[src/lcfc_pkg.sv]
// ----------------------------------------------------------------------------
// lcfc_pkg
// Types, constants and the byte-wide CRC-32 update shared by the framed
// stream checker.
// ----------------------------------------------------------------------------
package lcfc_pkg;

    // Width of the payload length counter.
    localparam int LEN_BITS = 20;
    localparam int MAXLEN_BITS = 20;
    localparam logic [31:0] LEN_MASK = 32'((64'd1 << LEN_BITS) - 64'd1);

    localparam logic [31:0] CRC_INIT = 32'hFFFF_FFFF;
    localparam logic [31:0] CRC_POLY = 32'hEDB8_8320;
    localparam int BITS_PER_BYTE = 8;

    // Header is eight bytes: length, then CRC.
    localparam logic [2:0] HDR_LAST_IDX = 3'd7;
    localparam logic [2:0] HDR_LEN_BYTES = 3'd4;

    // Frame verdict codes.
    localparam logic [1:0] STATUS_MID = 2'd0;
    localparam logic [1:0] STATUS_OK = 2'd1;
    localparam logic [1:0] STATUS_CRC_ERR = 2'd2;
    localparam logic [1:0] STATUS_TOO_LONG = 2'd3;

    // Configuration port.
    localparam int APB_ADDR_W = 3;
    localparam logic REG_MAX_PAYLOAD = 1'b0;

    typedef enum logic {
        PHASE_HEADER = 1'b0,
        PHASE_PAYLOAD = 1'b1
    } phase_t;

    typedef struct packed {
        logic [7:0] data_byte;
        logic       restart;
    } in_item_t;

    typedef struct packed {
        logic [7:0] payload_byte;
        logic       carries_byte;
        logic       is_last;
        logic [1:0] frame_status;
    } out_item_t;

    // Reflected CRC-32 over one byte, unrolled into XOR logic.
    function automatic logic [31:0] crc_byte(input logic [31:0] crc_in,
                                             input logic [7:0] b);
        logic [31:0] c;
        c = crc_in ^ {24'd0, b};
        for (int k = 0; k < BITS_PER_BYTE; k++)
        begin
            c = (c >> 1) ^ (CRC_POLY & {32{c[0]}});
        end
        return c;
    endfunction

endpackage

[src/lcfc_parse.sv]
// ----------------------------------------------------------------------------
// lcfc_parse
// Frame state and combinational step logic: header collection, length check,
// payload CRC update and verdict.
// ----------------------------------------------------------------------------
module lcfc_parse (
    input  logic                              clk,
    input  logic                              rst_n,
    input  logic                              step,
    input  lcfc_pkg::in_item_t                item,
    input  logic [lcfc_pkg::MAXLEN_BITS-1:0]  max_payload,
    output logic                              produce,
    output lcfc_pkg::out_item_t               result
);

    lcfc_pkg::phase_t               phase_reg, phase_next;
    logic [2:0]                     hdr_idx_reg, hdr_idx_next;
    logic [31:0]                    frame_len_reg, frame_len_next;
    logic [31:0]                    exp_crc_reg, exp_crc_next;
    logic [31:0]                    crc_reg, crc_next;
    logic [lcfc_pkg::LEN_BITS-1:0]  left_reg, left_next;

    lcfc_pkg::phase_t               cur_phase;
    logic [2:0]                     cur_idx;
    logic [31:0]                    limit;
    logic [31:0]                    crc_upd;
    logic [lcfc_pkg::LEN_BITS-1:0]  left_dec;

    // Limit is the smaller of the register and the counter range.
    assign limit = (32'(max_payload) < lcfc_pkg::LEN_MASK) ? 32'(max_payload)
                                                          : lcfc_pkg::LEN_MASK;
    assign crc_upd  = lcfc_pkg::crc_byte(crc_reg, item.data_byte);
    assign left_dec = left_reg - 1'b1;

    always_comb
    begin
        cur_phase      = item.restart ? lcfc_pkg::PHASE_HEADER : phase_reg;
        cur_idx        = item.restart ? 3'd0 : hdr_idx_reg;
        phase_next     = phase_reg;
        hdr_idx_next   = hdr_idx_reg;
        frame_len_next = frame_len_reg;
        exp_crc_next   = exp_crc_reg;
        crc_next       = crc_reg;
        left_next      = left_reg;
        produce        = 1'b0;
        result         = '0;

        if (step)
        begin
            if (cur_phase == lcfc_pkg::PHASE_HEADER)
            begin
                phase_next   = lcfc_pkg::PHASE_HEADER;
                hdr_idx_next = cur_idx + 3'd1;
                if (cur_idx < lcfc_pkg::HDR_LEN_BYTES)
                begin
                    frame_len_next = {frame_len_reg[23:0], item.data_byte};
                end
                else
                begin
                    exp_crc_next = {exp_crc_reg[23:0], item.data_byte};
                end

                if (cur_idx == lcfc_pkg::HDR_LAST_IDX)
                begin
                    if (frame_len_reg > limit)
                    begin
                        produce             = 1'b1;
                        result.is_last      = 1'b1;
                        result.frame_status = lcfc_pkg::STATUS_TOO_LONG;
                    end
                    else if (frame_len_reg == 32'd0)
                    begin
                        produce             = 1'b1;
                        result.is_last      = 1'b1;
                        result.frame_status = (exp_crc_next == 32'd0)
                                              ? lcfc_pkg::STATUS_OK
                                              : lcfc_pkg::STATUS_CRC_ERR;
                    end
                    else
                    begin
                        left_next  = frame_len_reg[lcfc_pkg::LEN_BITS-1:0];
                        crc_next   = lcfc_pkg::CRC_INIT;
                        phase_next = lcfc_pkg::PHASE_PAYLOAD;
                    end
                end
            end
            else
            begin
                crc_next            = crc_upd;
                left_next           = left_dec;
                produce             = 1'b1;
                result.payload_byte = item.data_byte;
                result.carries_byte = 1'b1;
                if (left_dec == '0)
                begin
                    phase_next          = lcfc_pkg::PHASE_HEADER;
                    hdr_idx_next        = 3'd0;
                    result.is_last      = 1'b1;
                    result.frame_status = (~crc_upd == exp_crc_reg)
                                          ? lcfc_pkg::STATUS_OK
                                          : lcfc_pkg::STATUS_CRC_ERR;
                end
            end
        end
    end

    always_ff @(posedge clk or negedge rst_n)
    begin
        if (!rst_n)
        begin
            phase_reg     <= lcfc_pkg::PHASE_HEADER;
            hdr_idx_reg   <= 3'd0;
            frame_len_reg <= 32'd0;
            exp_crc_reg   <= 32'd0;
            crc_reg       <= lcfc_pkg::CRC_INIT;
            left_reg      <= '0;
        end
        else
        begin
            phase_reg     <= phase_next;
            hdr_idx_reg   <= hdr_idx_next;
            frame_len_reg <= frame_len_next;
            exp_crc_reg   <= exp_crc_next;
            crc_reg       <= crc_next;
            left_reg      <= left_next;
        end
    end

endmodule
[config.mk]
export PLATFORM = sky130hd
export DESIGN_NAME = lcfc_parse
export DESIGN_NICKNAME = d
export VERILOG_FILES = /design/src/lcfc_pkg.sv /design/src/lcfc_parse.sv
export SDC_FILE = /design/constraint.sdc
export NUM_CORES = 1
export LEC_CHECK = 0
export BUFFER_PORTS_ARGS = -buffer_cell sky130_fd_sc_hd__buf_2
export CORE_UTILIZATION = 56
export DETAILED_ROUTE_END_ITERATION = 7
export GPL_TIMING_DRIVEN = 0
export MAX_ROUTING_LAYER = met4
export PLACE_DENSITY_LB_ADDON = 0.08
export SYNTH_ARGS = -nofsm -noshare
export SYNTH_HDL_FRONTEND = slang
export SYNTH_SLANG_ARGS = --single-unit
export TNS_END_PERCENT = 30
[constraint.sdc]
create_clock -name clk -period 3.6 [get_ports clk]
set_input_delay 0.72 -clock clk [delete_from_list [all_inputs] [get_ports clk]]
set_output_delay 0.72 -clock clk [all_outputs]
set_load 0.005 [all_outputs]
# [Word-level counts from Yosys, hierarchy flattened]
# Cells that the tools add are included.
[totals] register_bits=120 latch_bits=0 mem_bits_rw=0 mem_bits_ro=0 inputBits=32 output_inout_bits=13 word_cells=70 n_memories=0
[classes] n_addsub=2 multipliers=0 div=0 n_lt_le_gt_ge=3 eq_ne=5 n_shift=0 n_mux=35 bitwise_logic=11 n_reduce_logical=8
[op_table] cell="31-bit by 32-bit XOR with 32-bit output" n=8
[op_table] cell="32-bit 2-to-1 mux" n=7
[op_table] cell="20-bit 2-to-1 mux" n=5
[op_table] cell="32-bit logical NOT" n=2
[op_table] cell="32-bit == test" n=1
[op_table] cell="32-bit by 20-bit > comparator with 1-bit output" n=1
[op_table] cell="32-bit inverter" n=1
[op_table] cell="32-bit by 8-bit XOR with 32-bit output" n=1
[op_table] cell="3-bit 2-to-1 mux" n=8
[op_table] cell="20-bit logical NOT" n=1
[op_table] cell="20-bit less-than comparator (second input constant)" n=1
[op_table] cell="20-bit by 1-bit subtractor with 20-bit output (second input constant)" n=1
[op_table] cell="12-bit 2-to-1 mux" n=1
[op_table] cell="1-bit 2-to-1 mux" n=11
[op_table] cell="9-bit 2-to-1 mux" n=1
[op_table] cell="2-bit 2-to-1 mux" n=2
[op_table] cell="2-bit inequality test (second input constant)" n=2
[op_table] cell="2-bit AND reduction" n=2
[op_table] cell="4-bit AND reduction" n=1
[op_table] cell="3-bit by 1-bit adder with 3-bit output (second input constant)" n=1
[op_table] cell="3-bit == test (second input constant)" n=1
[op_table] cell="3-bit less-than comparator (second input constant)" n=1
[op_table] cell="3-bit AND reduction" n=1
[op_table] cell="2-bit by 1-bit inequality test with 1-bit output (second input constant)" n=1
[op_table] cell="other kinds (2)" n=2

# [Depth between registers and ports, before layout]
# Gate-level depths: netlist of run 1.
[depth] depth_word=15 depth_mapped=11 mapped_depth_nobuf=9

# [Least setup slack after synthesis of run 1]
# Ideal clock, no wire load.
[synth_path] path_kind="input -> output" from="input item[1] (netlist name)" to="output result[0] (netlist name)" arrival_time_ps=2877 required_ps=2880 path_slack_ps=3 stages=8 n_path_buf=1 path_cell_list="buf_4 -> xor2_2 -> xnor3_1 -> xnor3_4 -> xnor2_1 -> nor4_2 -> o2111ai_2 -> o31ai_2"
[synth_lines] element="from (decl)" line_no="lcfc_parse.sv:10" rtl="input lcfc_pkg::in_item_t item,"
[synth_lines] element="to (decl)" line_no="lcfc_parse.sv:13" rtl="output lcfc_pkg::out_item_t result"

==> results of run 1 <==
cell type report:
class	count	area, um^2
Buffer	37	194
Clock buffer	23	448
Clock inverter	9	150
Fill cell	997	4260
Inverter	30	114
Multi-Input combinational cell	533	4840
Sequential cell	120	3040
Tap cell	180	225
Timing Repair Buffer	79	554
what timing repair did:
action	in CTS	in global routing
pin swaps	29	6
setup buffers	32	5
endpoints found under the setup margin	4	4
resized for setup	46	12
cloned	0	0
placed cells by master, fill, tap and decap left out, types with 5 or more instances in the layout:
master	n
inv_1	29
o21ba_2	6
clkbuf_1	31
ha_1	24
xnor2_2	9
xnor2_1	48
nor3_1	19
dfrtp_1	88
xnor2_4	8
dfstp_2	32
nand4_1	10
mux2i_1	5
xor2_1	12
o21a_1	16
buf_2	45
o211ai_1	5
clkbuf_16	17
nand2_1	29
buf_4	33
xnor3_1	11
a21oi_1	27
nand3_1	38
buf_6	5
a2bb2oi_1	21
o22a_1	6
mux2_2	63
o21ai_0	34
xnor3_2	6
nor4_1	19
and3_1	10
nor2_1	22
where the power goes:
group / switching, mW / internal [mW] / total (mW)
Combinational: 0.500 / 0.577 / 1.08
Sequential: 0.252 / 1.52 / 1.78
Clock: 0.612 / 1.15 / 1.77
Total: 1.37 / 3.25 / 4.62
how the worst min path moves through the flow:
stage	to	slack, ns
3_5_place_dp	hdr_idx_reg[2]	0.49
2_1_floorplan	exp_crc_reg[0]	0.42
6_report	frame_len_reg[31]	0.25
3_3_place_gp	hdr_idx_reg[1]	0.47
4_1_cts	frame_len_reg[31]	0.27
5_1_grt	frame_len_reg[29]	0.29
logic make-up after synthesis:
family	share of synthesized area
compound gates	0.129
xor+xnor	0.188
fa+ha+maj	0.0380
buf+inv	0.0376
flops	0.385
mux	0.0962
simple gates	0.125
through the flow:
stage          cells   util  total power [mW]
2_1_floorplan    722      -              2.41
3_3_place_gp     943  0.602              2.70
3_5_place_dp     944  0.605              2.74
4_1_cts         1007  0.686              4.60
5_1_grt         1011  0.692              4.80
6_report        1011  0.692              4.62
cell usage after synthesis (24+ instances only):
cell type | count | area [um^2]
a21oi_1 | 28 | 140
clkbuf_1 | 27 | 101
dfrtp_1 | 88 | 2200
dfstp_2 | 32 | 841
ha_1 | 24 | 300
inv_1 | 29 | 109
mux2_2 | 63 | 709
nand2_1 | 30 | 113
nand3_1 | 38 | 190
o21ai_0 | 37 | 185
xnor2_1 | 57 | 499
layer usage:
metal | vias up | share of wire | global-route usage
li1 | 2832 | - | -
met1 | 3151 | 0.41 | 0.428
met2 | 275 | 0.49 | 0.571
met3 | 69 | 0.057 | 0.0613
met4 | 0 | 0.048 | 0.178
met5 | - | 0 | -
worst max-delay path, delay by kind of cell, from the launching register on:
kind	cells	cell delay, ns
DFF	1	0.61
and+or+nand+nor	1	0.30
xor gates and xnor gates	4	1.19
AOI/OAI and AO/OA	2	0.57
buffers and inverters	1	0.18
==> results by group, run 1 <==
Clocking
  • Worst-path clk slew: 0.05 ns
  • Hold Buf Count CTS: 0
  • Num CTS Buffers: 17
  • CTS Buffer Depth: 2
  • Clk sink count: 120
  • Htree depth: 4
  • Clock latency at the later pin of the worst-skew pair: 0.42 ns
  • Root buffer cell: clkbuf_16
  • TritonCTS clock tree: yes

Worst setup path
  • Critical Path Source Type: flip-flop
  • Critical-path top delay cell: dfstp_2
  • Max stage delay on crit path: 0.61 ns
  • CP startpoint: crc_reg[3]
  • Worst Path Max Fanout: 5
  • Reg-to-reg startpoint: frame_len_reg[11]
  • CP Class: reg2out
  • Critical Path RT: 2.88 ns
  • CP arrival: 3.28 ns
  • Reg2reg path depth: 10
  • Reg2reg setup slack: 0.48 ns
  • Crit-path most repeated cell: xnor3_2
  • Worst-path cell chain: xor2_4 -> xnor3_2 -> xnor3_2 -> xnor2_2 -> nor4_4 -> o2111ai_4 -> o31ai_2 -> buf_2
  • Worst Setup EP: result[0]
  • Crit. End Element: output pin
  • R2r endpoint: left_reg[17]

Worst hold path
  • Worst min path class: in2async

Flow run
  • Maxcap violations: 0

Global route
  • GRT Total Usage: 0.353
  • Total gr overflow: 0
  • Initial antenna violation count: 0
  • First-pass GRT wire length: 36.9 mm
  • Pin count of the biggest net entering global routing: 67
  • Vias in the first global route: 6486

Logic synthesis
  • Avg Cell Area, Syn: 10.9 um^2
  • EDFF count, synth: 0
  • Post-Syn Area: 0.00790 mm^2
  • Dominant synthesized flop cell: dfrtp_1
  • #FFs+latches synth: 120
  • Post-synth ARST share: 1.00
  • Register area share after synthesis: 0.385
  • Synth Warn #: 0
  • Post-Syn Nets: 778
  • Post-synth cell types: 66
  • Mapped Cells: 722

Routing
  • Final WL: 23.3 mm
  • Per-cell routed wire length: 23.0 um
  • DRT Pass-1 Iters: 7
  • Vias/cell: 6.26
  • Via count: 6327
  • Number of DRC violations after detailed-routing iteration 0: 554
  • # DRC: 0
  • Antenna viol nets, final: 0

Timing
  • Final setup margin: -0.404 ns
  • Max frequency: 250 MHz
  • Final Hold Viols: 0
  • Setup_tns: -0.750 ns
  • Post-route minimum period: 4.00 ns
  • RSZ-0062 raised after global routing: yes
  • Clock Skew: 0.00743 ns
  • Period utilisation layout: 1.11
  • Slew Viols, Final: 0
  • WHS: 0.247 ns
  • Actual slew at the worst max-slew pin: 0.797 ns
  • Final setup viols: 2
  • Rel. slew slack: 0.467

Status
  • Violated checks: negative setup slack
  • Status: complete, but fails checks

Place
  • Cell Area, Placed: 0.00836 mm^2
  • IO Port Bufs: 41
  • Routability congestion estimate from global placement: 0.919
  • Post-DP HPWL: 16.1 mm
  • Dpl ws: -0.649 ns

Die
  • I/O Pins: 45
  • Die height: 121 um
  • Area of the die: 0.0146 mm^2
  • Initial core utilization: 0.571
  • Row cnt: 43
  • Die X: 121 um
  • Core Area: 0.0138 mm^2

Final layout
  • Layout cell share with drive strength beyond 1: 0.333
  • Nets: 874
  • Design Area, Final: 0.00956 mm^2
  • Layout overhead on the synthesized area: 21.1%
  • Antenna Cells: 0

Power and ir drop
  • Peak VDD IR: 0.386 mV
  • Pwr per Cell Area: 483 mW/mm^2
  • Lkg Pwr: 4.22 nW
No activity file was read; power rests on OpenSTA's default activity.
==> run 2: changes to the inputs <==
Settings changed: CORE_UTILIZATION 56 to 62, CTS_CLUSTER_DIAMETER set to 200, RECOVER_POWER set to 100.
Clock period 3.6 ns to 3.85 ns, I/O delays scaled along.
==> run 2 against run 1 <==
  * The flow still finishes with violations (negative setup slack)
  * Clock power fell by 3%
  * Sequential power fell by 7%
  * Via count rose by 2.7%
  * Count of clock-buffer cells in the layout rose by 3
  * Die area fell by 9.5%
  * Sequential cell count did not move
  * Critical path type unchanged
  * Largest power group is now the clock network
  * Register-to-register slack barely moved
==> results by group, run 2 (synthesis gave the netlist of run 1 again) <==
Status
  • Status: complete, but fails checks
  • Violated checks: negative setup slack

Routing
  • DRT Pass-1 Iters: 5 (-2)
  • # DRC: 0 (unchanged)
  • Per-cell routed wire length: 24.5 um (+6.5%)
  • Number of DRC violations after detailed-routing iteration 0: 579 (+4.5%)
  • Vias/cell: 6.53 (+4.3%)
  • Via count: 6500 (+2.7%)
  • Antenna viol nets, final: 0 (unchanged)
  • Final WL: 24.4 mm (+4.9%)

Timing
  • Clock Skew: 0.0123 ns (+0.00489 ns)
  • Final setup margin: -0.247 ns (+0.157 ns)
  • Slew Viols, Final: 0 (unchanged)
  • WHS: 0.509 ns (+0.261 ns)
  • Rel. slew slack: 0.0363 (-0.431)
  • Post-route minimum period: 4.10 ns
  • Period utilisation layout: 1.06
  • Final setup viols: 4 (+2)
  • Final Hold Viols: 0 (unchanged)
  • Max frequency: 244 MHz
  • Actual slew at the worst max-slew pin: 1.45 ns (+0.649 ns)
  • RSZ-0062 raised after global routing: yes

Worst setup path
  • Reg2reg setup slack: 0.48 ns (about the same)
  • Max stage delay on crit path: 0.65 ns (+0.04 ns)
  • CP arrival: 3.33 ns (+0.05 ns)
  • Crit. End Element: output pin
  • Worst Path Max Fanout: 3 (-2)
  • Critical Path RT: 3.08 ns (+0.20 ns)
  • Reg2reg path depth: 9 (-1)
  • Reg-to-reg startpoint: frame_len_reg[17]
  • Crit-path most repeated cell: buf_4
  • Worst-path cell chain: buf_4 -> xnor3_1 -> xnor2_1 -> o21ai_0 -> nand4_1 -> nor4_4 -> o2111ai_4 -> buf_4 -> a21o_1 -> buf_2
  • R2r endpoint: crc_reg[2]
  • CP Class: reg2out
  • Critical Path Source Type: flip-flop
  • Critical-path top delay cell: dfstp_2

Worst hold path
  • Hold Path Cell Cnt: 1
  • Hold-critical path endpoint: frame_len_reg[30]
  • Worst min path class: reg2reg
  • Worst hold start: frame_len_reg[30]

Die
  • Area of the die: 0.0132 mm^2 (-9.5%)
  • Die height: 115 um (-4.9%)
  • Row cnt: 40 (-7.0%)
  • Die X: 115 um (-4.9%)
  • Core Area: 0.0122 mm^2 (-12%)
  • Initial core utilization: 0.647 (+0.0755)
  • I/O Pins: 45 (unchanged)

Place
  • Dpl ws: -0.537 ns (+0.112 ns)
  • Routability congestion estimate from global placement: 0.929 (+1.0%)
  • Post-DP HPWL: 16.2 mm (+0.47%)
  • IO Port Bufs: 41 (unchanged)

Clocking
  • Clk sink count: 120 (unchanged)
  • CTS Buffer Depth: 2 (unchanged)
  • Worst-path clk slew: 0.06 ns (about the same)
  • Num CTS Buffers: 17 (unchanged)
  • Root buffer cell: clkbuf_16
  • Htree depth: 4 (unchanged)
  • Clock latency at the later pin of the worst-skew pair: 0.43 ns (about the same)
  • TritonCTS clock tree: yes

Power and ir drop
  • Peak VDD IR: 0.463 mV (+20%)
  • Lkg Pwr: 4.17 nW (-1.3%)
  • Pwr per Cell Area: 464 mW/mm^2 (-3.9%)

Global route
  • Initial antenna violation count: 0 (unchanged)
  • Vias in the first global route: 6602 (+1.8%)
  • Total gr overflow: 0 (unchanged)
  • First-pass GRT wire length: 37.2 mm (+0.77%)
  • GRT Total Usage: 0.400 (+0.0468)
  • Pin count of the biggest net entering global routing: 97 (+45%)

Final layout
  • Fillers: 792 (-21%)
  • Most common cell after layout, fill and taps aside: dfrtp_1
  • Most frequent cells in the layout: dfrtp_1 (88), mux2_2 (63), xnor2_1 (49), clkbuf_1 (41), nand3_1 (38)
  • Nets: 871 (-0.34%)
  • Antenna Cells: 0 (unchanged)
  • Layout overhead on the synthesized area: 20.4%
  • Layout cell share with drive strength beyond 1: 0.308 (-0.0254)

Flow run
  • Maxcap violations: 0 (unchanged)
-- run 2: cell types whose count changed in the layout (fill, tap and decap cells not counted), moves of 3 or more --
cell       change
buf_2         -11
clkbuf_1      +10
buf_4          -5
xnor2_2        -4
buf_8          -3
clkbuf_16      +3
o21ai_0        +3
xnor2_4        +3
-- run 2: worst max path at each step --
| stage | start | endpoint | slack, ns |
|---|---|---|---|
| after floorplan | item[1] | result[0] | 0.15 |
| after global placement | item[6] | result[0] | -0.52 |
| after detailed placement | item[6] | result[0] | -0.54 |
| after CTS | crc_reg[1] | result[0] | -0.20 |
| after global routing | crc_reg[1] | result[1] | -0.31 |
| final | crc_reg[0] | result[1] | -0.25 |
-- run 2: layer usage --
layer | track usage | wire length (um) | share of wire | vias up
li1 | - | - | - | 2821
met1 | 0.467 | 9230 | 0.38 | 3188
met2 | 0.647 | 12100 | 0.50 | 388
met4 | 0.231 | 1360 | 0.056 | 0
met3 | 0.0785 | 1730 | 0.071 | 103
met5 | - | 0 | 0 | -
-- run 2: cell type report --
class | instances | area, um^2 | area share
timing repair buffer | 75 | 494 | 0.0520
multi-input combinational | 533 | 4830 | 0.508
inverter | 30 | 114 | 0.0120
sequential | 120 | 3040 | 0.320
buffer | 38 | 181 | 0.0191
clock inverter | 6 | 80.1 | 0.00843
tap | 168 | 210 | 0.0221
clock buffer | 26 | 553 | 0.0582
-- run 2: timing repair --
action	CTS	global route
gates resized for setup	31	14
pin swaps	19	6
hold buffers	0	0
endpoints found under the setup margin	4	4
setup buffers	29	4
hold endpoints to repair	0	0
-- run 2: through the flow --
stage	setup TNS (ns)	instance area, um^2	power, mW	instances	utilization
3_3_place_gp	-1.15	8310	2.52	931	0.681
2_1_floorplan	0	7900	2.26	722	-
4_1_cts	-0.493	9430	4.33	992	0.772
3_5_place_dp	-1.23	8340	2.57	932	0.683
6_report	-0.538	9500	4.41	996	0.778
5_1_grt	-0.982	9500	4.55	996	0.778
-- run 2: where the power goes --
| group | switching [mW] | internal (mW) | total, mW |
|---|---|---|---|
| combinational | 0.489 | 0.536 | 1.02 |
| sequential | 0.241 | 1.42 | 1.66 |
| clock | 0.603 | 1.12 | 1.72 |
-- run 2: critical path, delay by kind of cell (launching register included) --
kind,cells,cell delay [ns]
buf+inv,3,0.50
flops,1,0.65
compound gates,3,0.61
simple gates,2,0.57
xor+xnor,2,0.55
